## src/design/rsbk_pkg.sv

```systemverilog
// Shared types and constants for the record sort-by-key unit.
package rsbk_pkg;

  // Width of a record's sort key
  localparam int KEY_W = 32;

  // Sequencer states, one-hot
  typedef enum logic [7:0] {
    ST_IDLE       = 8'b0000_0001,
    ST_SORT_START = 8'b0000_0010,
    ST_SORT_HEAD  = 8'b0000_0100,
    ST_SORT_STEP  = 8'b0000_1000,
    ST_SORT_TAIL  = 8'b0001_0000,
    ST_EMIT_RD    = 8'b0010_0000,
    ST_EMIT_LD    = 8'b0100_0000,
    ST_EMIT_WAIT  = 8'b1000_0000
  } rsbk_state_t;

endpackage

```

## src/design/record_sort_by_key_unit.sv

```systemverilog
// Record sort-by-key unit: batch store, stable bubble sort and ordered emit.
//
// Usage:
//   Records enter on the in_ channel (valid/stall), one transaction per record,
//   each with a signed key and a payload handle. in_last_in closes the batch.
//   While loading, a record is taken every cycle. Records beyond CAPACITY are
//   dropped and the batch is flagged on out_overflow.
//   After the closing record the unit stalls its input, sorts the batch in
//   ascending key order (equal keys keep arrival order) and emits one out_
//   transaction per stored record; out_last_out marks the final one.
//   Phases for a batch of n stored records:
//     load:  each record is written to the record RAM as it is taken.
//     sort:  n-1 passes, n(n-1)/2 compare steps in all, each needing one read
//            of the record RAM; each pass also has a start, head and tail state.
//     emit:  a read state to start, then per record a load and a wait state;
//            the next record is read only once the receiver takes the current one.
//   When the receiver holds out_stall, the output register keeps its
//   transaction and the sequencer waits. Reset (rst_n low, synchronous)
//   empties the batch and clears the overflow flag; the RAM is not cleared.
module record_sort_by_key_unit #(
  parameter int CAPACITY     = 32,
  parameter int PAYLOAD_BITS = 16
) (
  input  logic                        clk,
  input  logic                        rst_n,
  input  logic                        in_valid,
  output logic                        in_stall,
  input  logic [rsbk_pkg::KEY_W-1:0]  in_key,
  input  logic [PAYLOAD_BITS-1:0]     in_payload,
  input  logic                        in_last_in,
  output logic                        out_valid,
  input  logic                        out_stall,
  output logic [rsbk_pkg::KEY_W-1:0]  out_sorted_key,
  output logic [PAYLOAD_BITS-1:0]     out_sorted_payload,
  output logic                        out_last_out,
  output logic                        out_overflow
);

  import rsbk_pkg::*;

  localparam int AW    = $clog2(CAPACITY);
  localparam int CNT_W = $clog2(CAPACITY + 1);
  localparam int W     = KEY_W + PAYLOAD_BITS;
  localparam logic [CNT_W-1:0] CAP_CNT = CNT_W'(CAPACITY);
  localparam logic [CNT_W-1:0] ONE     = CNT_W'(1);
  localparam logic [CNT_W-1:0] TWO     = CNT_W'(2);

  rsbk_state_t      state_r, state_nxt;
  logic [CNT_W-1:0] count_r, count_nxt;
  logic             ovf_r, ovf_nxt;
  logic [CNT_W-1:0] len_r, len_nxt;
  logic [CNT_W-1:0] pos_r, pos_nxt;
  logic [CNT_W-1:0] idx_r, idx_nxt;
  logic [W-1:0]     carry_r;
  logic             carry_ld;
  logic             out_valid_r, out_valid_nxt;
  logic             out_ld;
  logic [KEY_W-1:0] out_key_r;
  logic [PAYLOAD_BITS-1:0] out_payload_r;
  logic             out_last_r;
  logic             out_ovf_r;

  logic             ram_we;
  logic [AW-1:0]    ram_waddr;
  logic [W-1:0]     ram_wdata;
  logic [AW-1:0]    ram_raddr;
  logic [W-1:0]     ram_rdata;

  logic             in_acc;
  logic             key_gt;
  logic [CNT_W-1:0] batch_len;
  logic [CNT_W-1:0] pos_p1;
  logic [CNT_W-1:0] pos_p2;
  logic [CNT_W-1:0] idx_p1;
  logic [CNT_W-1:0] len_m1;

  // Record store
  rsbk_ram #(
    .WIDTH (W),
    .DEPTH (CAPACITY)
  ) u_rsbk_ram (
    .clk   (clk),
    .we    (ram_we),
    .waddr (ram_waddr),
    .wdata (ram_wdata),
    .raddr (ram_raddr),
    .rdata (ram_rdata)
  );

  assign in_acc    = in_valid && (state_r == ST_IDLE);
  assign in_stall  = (state_r != ST_IDLE);
  assign batch_len = (count_r < CAP_CNT) ? count_r + ONE : count_r;
  assign pos_p1    = pos_r + ONE;
  assign pos_p2    = pos_r + TWO;
  assign idx_p1    = idx_r + ONE;
  assign len_m1    = len_r - ONE;

  // Signed key compare: carried record against the record just read
  assign key_gt = $signed(carry_r[W-1 -: KEY_W]) > $signed(ram_rdata[W-1 -: KEY_W]);

  // Sequencer
  always_comb begin
    state_nxt     = state_r;
    count_nxt     = count_r;
    ovf_nxt       = ovf_r;
    len_nxt       = len_r;
    pos_nxt       = pos_r;
    idx_nxt       = idx_r;
    carry_ld      = 1'b0;
    out_valid_nxt = out_valid_r;
    out_ld        = 1'b0;
    ram_we        = 1'b0;
    ram_waddr     = '0;
    ram_wdata     = carry_r;
    ram_raddr     = '0;
    case (state_r)
      ST_IDLE: begin
        if (in_acc) begin
          // store the record or flag the drop
          if (count_r < CAP_CNT) begin
            ram_we    = 1'b1;
            ram_waddr = count_r[AW-1:0];
            ram_wdata = {in_key, in_payload};
            count_nxt = count_r + ONE;
          end else begin
            ovf_nxt = 1'b1;
          end
          if (in_last_in) begin
            len_nxt = batch_len;
            idx_nxt = '0;
            state_nxt = (batch_len >= TWO) ? ST_SORT_START : ST_EMIT_RD;
          end
        end
      end
      ST_SORT_START: begin
        // fetch the first record of the pass
        ram_raddr = '0;
        state_nxt = ST_SORT_HEAD;
      end
      ST_SORT_HEAD: begin
        // carry the first record, fetch the second
        carry_ld  = 1'b1;
        ram_raddr = ONE[AW-1:0];
        pos_nxt   = '0;
        state_nxt = ST_SORT_STEP;
      end
      ST_SORT_STEP: begin
        // keep the larger key moving, drop the smaller one into place
        ram_we    = 1'b1;
        ram_waddr = pos_r[AW-1:0];
        if (key_gt) begin
          ram_wdata = ram_rdata;
        end else begin
          ram_wdata = carry_r;
          carry_ld  = 1'b1;
        end
        ram_raddr = pos_p2[AW-1:0];
        pos_nxt   = pos_p1;
        if (pos_p2 == len_r) begin
          state_nxt = ST_SORT_TAIL;
        end
      end
      ST_SORT_TAIL: begin
        // settle the largest record at the end of the pass
        ram_we    = 1'b1;
        ram_waddr = len_m1[AW-1:0];
        ram_wdata = carry_r;
        len_nxt   = len_m1;
        idx_nxt   = '0;
        state_nxt = (len_m1 >= TWO) ? ST_SORT_START : ST_EMIT_RD;
      end
      ST_EMIT_RD: begin
        ram_raddr = idx_r[AW-1:0];
        state_nxt = ST_EMIT_LD;
      end
      ST_EMIT_LD: begin
        out_ld        = 1'b1;
        out_valid_nxt = 1'b1;
        state_nxt     = ST_EMIT_WAIT;
      end
      ST_EMIT_WAIT: begin
        // advance once the receiver takes the transaction
        if (!out_stall) begin
          out_valid_nxt = 1'b0;
          if (out_last_r) begin
            count_nxt = '0;
            ovf_nxt   = 1'b0;
            state_nxt = ST_IDLE;
          end else begin
            idx_nxt   = idx_p1;
            ram_raddr = idx_p1[AW-1:0];
            state_nxt = ST_EMIT_LD;
          end
        end
      end
      default: begin
        state_nxt = ST_IDLE;
      end
    endcase
  end

  // Control registers
  always_ff @(posedge clk) begin
    if (!rst_n) begin
      state_r     <= ST_IDLE;
      count_r     <= '0;
      ovf_r       <= 1'b0;
      len_r       <= '0;
      pos_r       <= '0;
      idx_r       <= '0;
      out_valid_r <= 1'b0;
    end else begin
      state_r     <= state_nxt;
      count_r     <= count_nxt;
      ovf_r       <= ovf_nxt;
      len_r       <= len_nxt;
      pos_r       <= pos_nxt;
      idx_r       <= idx_nxt;
      out_valid_r <= out_valid_nxt;
    end
  end

  // Data registers: carried record and output transaction
  always_ff @(posedge clk) begin
    if (carry_ld) begin
      carry_r <= ram_rdata;
    end
    if (out_ld) begin
      out_key_r     <= ram_rdata[W-1 -: KEY_W];
      out_payload_r <= ram_rdata[PAYLOAD_BITS-1:0];
      out_last_r    <= (idx_p1 == count_r);
      out_ovf_r     <= ovf_r;
    end
  end

  assign out_valid          = out_valid_r;
  assign out_sorted_key     = out_key_r;
  assign out_sorted_payload = out_payload_r;
  assign out_last_out       = out_last_r;
  assign out_overflow       = out_ovf_r;

endmodule

```

## src/design/rsbk_ram.sv

```systemverilog
// Generic single-write, single-read RAM with registered read data.
module rsbk_ram #(
  parameter int WIDTH = 48,
  parameter int DEPTH = 32
) (
  input  logic                     clk,
  input  logic                     we,
  input  logic [$clog2(DEPTH)-1:0] waddr,
  input  logic [WIDTH-1:0]         wdata,
  input  logic [$clog2(DEPTH)-1:0] raddr,
  output logic [WIDTH-1:0]         rdata
);

  logic [WIDTH-1:0] mem [DEPTH];

  // Write port
  always_ff @(posedge clk) begin
    if (we) begin
      mem[waddr] <= wdata;
    end
  end

  // Registered read port
  always_ff @(posedge clk) begin
    rdata <= mem[raddr];
  end

endmodule

```

## config.mk

```make
export PLATFORM = sky130hd
export DESIGN_NAME = record_sort_by_key_unit
export DESIGN_NICKNAME = d
export VERILOG_FILES = /design/src/design/rsbk_pkg.sv /design/src/design/record_sort_by_key_unit.sv /design/src/design/rsbk_ram.sv
export SDC_FILE = /design/constraint.sdc
export NUM_CORES = 2
export LEC_CHECK = 0
export ABC_AREA = 1
export BUFFER_PORTS_ARGS = -buffer_cell sky130_fd_sc_hd__buf_2
export CAP_MARGIN = 15
export CORE_MARGIN = 3
export CORE_UTILIZATION = 50
export DETAILED_ROUTE_END_ITERATION = 6
export PLACE_DENSITY = 0.79
export SLEW_MARGIN = 0
export SYNTH_ARGS = -nofsm -noshare
export SYNTH_HDL_FRONTEND = slang
export SYNTH_HIERARCHICAL = 1
export SYNTH_SLANG_ARGS = --single-unit
```

## constraint.sdc

```tcl
create_clock -name clk -period 4.05 [get_ports clk]
set_clock_uncertainty 0.15 [all_clocks]
set_input_delay 0.2025 -clock clk [delete_from_list [all_inputs] [get_ports clk]]
set_output_delay 0.2025 -clock clk [all_outputs]
set_load 0.02 [all_outputs]
```

# Word-level counts from Yosys, hierarchy flattened
# Memory sizes are Yosys's and may differ from the RTL's. A register that Yosys moved wholly into a read port is not among the register bits.
# Index checks and enable logic that the tools add are counted.
# word_totals
reg_bits	132
ram_bits	1536
elab_cells	100
memories	1
# op_classes
add_sub_neg	5
order_cmp	4
n_eq_ne	18
mux	47
n_reduce_logical	13
# memory_table
memory	depth	width	read_ports	rd_clocked_by_memory_dff	write_ports	line	text
u_rsbk_ram.mem	32	48	1	1	1	rsbk_ram.sv:14	logic [WIDTH-1:0] mem [DEPTH];
# op_table
cell	n
$mux W48	3
$pmux W48 S2	1
$mux W6	12
$pmux W8 S8	1
$pmux W6 S2	3
$gt A32 B32 Y1	1
$mux W8	4
$mux W5	4
$pmux W5 S4	1
$add A6 B1 Y6 const B	3
$pmux W6 S3	1
$pmux W5 S3	1
$ne A2 B2 Y1 const B	7
$eq A6 B6 Y1	2
$ge A6 B2 Y1 const B	2
$mux W1	11
$reduce_and A5 Y1	2
$eq A8 B1 Y1 const B	1
$eq A8 B2 Y1 const B	1
$eq A8 B3 Y1 const B	1
$eq A8 B4 Y1 const B	1
$eq A8 B5 Y1 const B	1
$eq A8 B6 Y1 const B	1
$eq A8 B7 Y1 const B	1
other kinds (14)	21

# Longest topological paths before layout
# logic_depth
word_depth	7
ltp_mapped	21

# Modules after synthesis
# The synthesis kept the hierarchy.
# by_module_without_submodules
mod	n_inst	cells_each	area_per_inst_um2	seq_area_each_um2
rsbk_ram	1	5279	62956.6	47085.2
record_sort_by_key_unit	1	895	7865.0	3623.5

# Worst setup path before layout
# No wires, ideal clock.
# synth_path
kind	reg-to-reg
from	reg state_r[7]
to	mem u_rsbk_ram.mem[30][0], enable pin
setup_time_ns	0.454
arrival_ns	3.716
required_time_ns	3.446
slack_ns	-0.270
path_stages_with_launch	10
path_cell_list	dfxtp_1 nor2_1 inv_1 nor4_4 inv_2 clkbuf_1 or2_1 o211ai_1 nand3_1 nor2_1
# synth_between
elab_cells_between_ends	11
# synth_lines
element	line	text
from (decl)	record_sort_by_key_unit.sv:48	rsbk_state_t state_r, state_nxt;
from (signal assigned)	record_sort_by_key_unit.sv:213	state_r <= state_nxt;
$eq A8 B1 Y1	record_sort_by_key_unit.sv:90, record_sort_by_key_unit.sv:116	
$logic_and A1 B1 Y1	record_sort_by_key_unit.sv:90	assign in_acc = in_valid && (state_r == ST_IDLE);
$mux W5	record_sort_by_key_unit.sv:118	if (in_acc) begin
$pmux W5 S3 *	record_sort_by_key_unit.sv:116	case (state_r)
named net ram_waddr[2]	record_sort_by_key_unit.sv:64	logic [AW-1:0] ram_waddr;
to (decl)	rsbk_ram.sv:14	
# Mark *: on every way through the listed nets, which the timed path passes. The rest lies on a longest branch.

# Worst setup path after layout
# layout_path
from	reg u_rsbk_ram.rdata[38], read port of u_rsbk_ram.mem
to	mem u_rsbk_ram.mem[0][2], data pin
# layout_between
elab_chain_len	3
# layout_rtl
element	line	text
from (decl)	rsbk_ram.sv:11	output logic [WIDTH-1:0] rdata
$gt A32 B32 Y1	record_sort_by_key_unit.sv:99	assign key_gt = $signed(carry_r[W-1 -: KEY_W]) > $signed(ram_rdata[W-1 -: KEY_W]);
$mux W48	record_sort_by_key_unit.sv:151	if (key_gt) begin
$pmux W48 S2	record_sort_by_key_unit.sv:116	
named net ram_wdata[2]	record_sort_by_key_unit.sv:65	logic [W-1:0] ram_wdata;
# The timed path passes the listed nets, and every way through them passes these cells.

==> flow_summary.json <==
{
  "cts_tree": "built",
  "grt.overflow.total": 0,
  "timing.hold.worst.class": "input pin to flop",
  "grt_setup_unrepaired": "no",
  "slew_at_the_pin_with_the_worst_max_slew_slack_ns": 1.08,
  "postLayoutSetupSlackWorst_ns": 0.238,
  "fmaxAchievable_mhz": 262,
  "critical_path.cell_chain": "inv_1 -> ha_1 -> nand2_1 -> nor2_1 -> nand4_1 -> nor2_2 -> nand2_1 -> nand3_2 -> nand3_2 -> buf_12 -> nand2_1 -> nand3_1 -> nand2_1 -> buf_4",
  "timing.final.crit_share": 0.941,
  "crit_path_start_kind": "flop",
  "synth_cells": 6174,
  "slew_headroom": 0.281,
  "synth.cells.most_frequent": "2343 x nand2_1, 1634 x edfxtp_1, 1229 x nand3_1",
  "synth_seq_cells": 1716,
  "dr_total_vias": 50710,
  "global_route_wire_length_before_repair_mm": 305,
  "avgSynthCellArea_sq_um": 11.5,
  "p_total_mw": 48.3,
  "synth_area_leaders": "edfxtp_1 69%, nand2_1 12%, nand3_1 8.7%, dfxtp_1 2.3%, buf_2 1.2%",
  "io_pins": 105,
  "std_cell_rows": 137,
  "master_cell_of_the_clock_root_buffer": "clkbuf_16",
  "place.detailed.instances": 7981,
  "power_density_nw_per_um2": 603,
  "post_synth_instance_area_sq_um": 70800,
  "design.core.area_sq_um": 140000,
  "syn2layout_area_growth_pct": 13.1,
  "cp_data_required_time_ns": 4.46,
  "synth-seq-area-share": 0.716,
  "yosys_warnings": 6,
  "drt-vias-per-instance": 6.09,
  "timing.final.hold_violations": 0,
  "path_clk_slew_ns": 0.06,
  "timing.critical_path.mode_cell": "nand2_1",
  "synthDominantAreaCellType": "edfxtp_1",
  "clock_tree.buffer_depth": 3,
  "cpMaxStageDelayCell": "dfxtp_1",
  "critical_path_arrival_ns": 4.22,
  "setup_tns_after_final_layout_ns": 0,
  "grt_max_degree": 155,
  "drt-wirelength-per-cell_um": 25.1,
  "number_of_antenna_violations_at_the_first_check_in_global_routing": 11,
  "maxCapViolCount": 0,
  "post_route_cells_drive_above_1_share": 0.0994,
  "antenna_left": 0,
  "port_buffers": 104,
  "hold_end": "u_rsbk_ram/mem[19][26]$_DFFE_PP_",
  "yosysMostFrequentCell": "nand2_1",
  "worst-setup-path-type": "flop to flop",
  "drtIter0Drc": 8220,
  "reg2reg_setup_slack_ns": 0.24,
  "share_of_synthesized_flip_flops_with_an_asynchronous_set_or_reset": 0,
  "timing_max_transition_violations_final": 0,
  "wl_met3_mm": 33.2,
  "setup.worst_path.end_class": "flop",
  "top_ff_cell_synth": "edfxtp_1",
  "cts.htree.levels": 4,
  "postSynthNetCount": 6266,
  "detailed_place_hpwl_mm": 105,
  "final.min_clock_period_ns": 3.81,
  "path_max_fanout": 32,
  "cts_buffers": 160,
  "drt_drc_violations_left": 0,
  "p_leak_nw": 29.6,
  "track_usage": 0.280,
  "gpl.final_weighted_congestion": 0.899,
  "outcome": "finished, final reports clean",
  "setup_viol_count_final": 0,
  "synth_top_cell_area_share": 0.693,
  "ff_to_ff_end": "u_rsbk_ram/mem[0][2]$_DFFE_PP_",
  "highest_signal_layer_in_the_routed_design": "met5",
  "routedLengthMet1_mm": 70.8,
  "vdd_ir_drop_max_mv": 0.489,
  "detailedPlace.worstSlack_ns": 0.225,
  "worstHoldStart": "in_key[10]",
  "route.final.wire_length_mm": 209,
  "die_area_sq_um": 146000,
  "worst_flop_to_flop_path_startpoint": "u_rsbk_ram/rdata[38]$_DFF_P_",
  "clk_latency_ns": 0.80,
  "r2r_cells": 14,
  "tritonroute_pass_1_iters": 7,
  "grt_pass1_vias": 47700,
  "die_h_um": 382,
  "synth_edf_count": 1634,
  "min_delay_path_depth": 4,
  "slowest_stage_delay_on_critical_path_ns": 0.46,
  "wl_met2_mm": 92.9,
  "post_synth_cell_types": 50,
  "finish.cell_count_without_fillers": 8324,
  "nNetsFinal": 6398,
  "tritoncts_num_sinks": 1716,
  "initial_utilization": 0.506,
  "die_x_um": 382
}
[how the worst max path moves through the flow]
stage | from | depth (start not counted) | slack, ns | to
3_5_place_dp | state_r[2]$_SDFFE_PN0P_ | 13 | 0.23 | u_rsbk_ram/rdata[34]$_DFF_P_
4_1_cts | state_r[0]$_SDFFE_PN1P_ | 13 | 0.18 | u_rsbk_ram/rdata[21]$_DFF_P_
2_1_floorplan | state_r[7]$_SDFFE_PN0P_ | 9 | -0.27 | u_rsbk_ram/mem[30][0]$_DFFE_PP_
5_1_grt | state_r[0]$_SDFFE_PN1P_ | 15 | 0.13 | u_rsbk_ram/rdata[33]$_DFF_P_
6_report | u_rsbk_ram/rdata[38]$_DFF_P_ | 14 | 0.24 | u_rsbk_ram/mem[0][2]$_DFFE_PP_
3_3_place_gp | state_r[3]$_SDFFE_PN0P_ | 13 | 0.43 | u_rsbk_ram/rdata[31]$_DFF_P_
[worst max-delay path: cells and delay by family (launching register included)]
| kind | cells | cell delay [ns] |
|---|---|---|
| simple gates | 10 | 1.83 |
| buf+inv | 3 | 0.78 |
| flops | 1 | 0.46 |
| fa+ha+maj | 1 | 0.33 |
[timing repair]
| item | 4_1_cts | 5_1_grt |
|---|---|---|
| gates resized for setup | 0 | 0 |
| buffers inserted | 0 | 6 |
| endpoints found under the setup margin | 0 | 23 |
| hold buffers | 33 | 0 |
| hold endpoints to repair | 889 | 0 |
[final cells by class]
| type | count | area [sq um] |
|---|---|---|
| inverter | 159 | 623 |
| multi-input combinational | 3927 | 17800 |
| timing repair buffer | 342 | 3370 |
| fill | 10410 | 59900 |
| clock inverter | 78 | 820 |
| clock buffer | 218 | 4440 |
| antenna | 8 | 20.0 |
| tap | 1876 | 2350 |
| sequential | 1716 | 50700 |
[power breakdown]
group          total (mW)  switching (mW)  internal (mW)  leakage [nW]
Sequential           23.6           0.687           22.9          15.4
Combinational        9.50            7.04           2.46          11.6
Clock                15.2            6.55           8.61          2.58
[through the flow]
| step | cell area (sq um) | utilization | hold WS [ns] |
|---|---|---|---|
| final | 80100 | 0.572 | 0.0528 |
| after global routing | 80100 | 0.572 | 0.0763 |
| after CTS | 80100 | 0.572 | 0.000133 |
| after detailed placement | 74500 | 0.532 | 0.279 |
| after global placement | 74500 | 0.532 | 0.264 |
| after floorplan | 70800 | - | 0.191 |
[metal layers]
layer  vias to the layer above  global-route usage
li1                      21772                   -
met1                     23900               0.373
met2                      4201               0.425
met3                       835              0.0766
met4                         2               0.144
met5                         -                   0
[cells by family after synthesis]
family                   Yosys count  synth area share
buffers and inverters            531            0.0371
adder cells (fa/ha/maj)           39           0.00689
flip-flops                      1716             0.716
XOR/XNOR                          21           0.00260
AO/OA/AOI/OAI                    147            0.0148
AND/OR/NAND/NOR                 3720             0.223
[layout by cell type (no fill, tap or decap), types with 33 or more instances in the layout]
cell,n
dlygate4sd3_1,33
buf_12,78
nand2_1,2342
buf_4,127
buf_2,104
clkbuf_1,41
ha_1,39
edfxtp_1,1634
inv_1,141
dfxtp_1,82
nand4_1,55
a22oi_1,36
a21oi_1,38
clkbuf_16,164
nand3_1,1229
[flip-flops by register name, indices dropped and copies added (netlist names)]
name and count:
pos_r 6, count_r 6, idx_r 6, carry_r 48, ovf_r 1, len_r 6
out_overflow 1, u_rsbk_ram/mem 1536, out_sorted_key 32, out_sorted_payload 16, out_last_out 1, state_r 8
u_rsbk_ram/rdata 48, out_valid 1
Note: power is estimated with default switching activity, not from simulation.
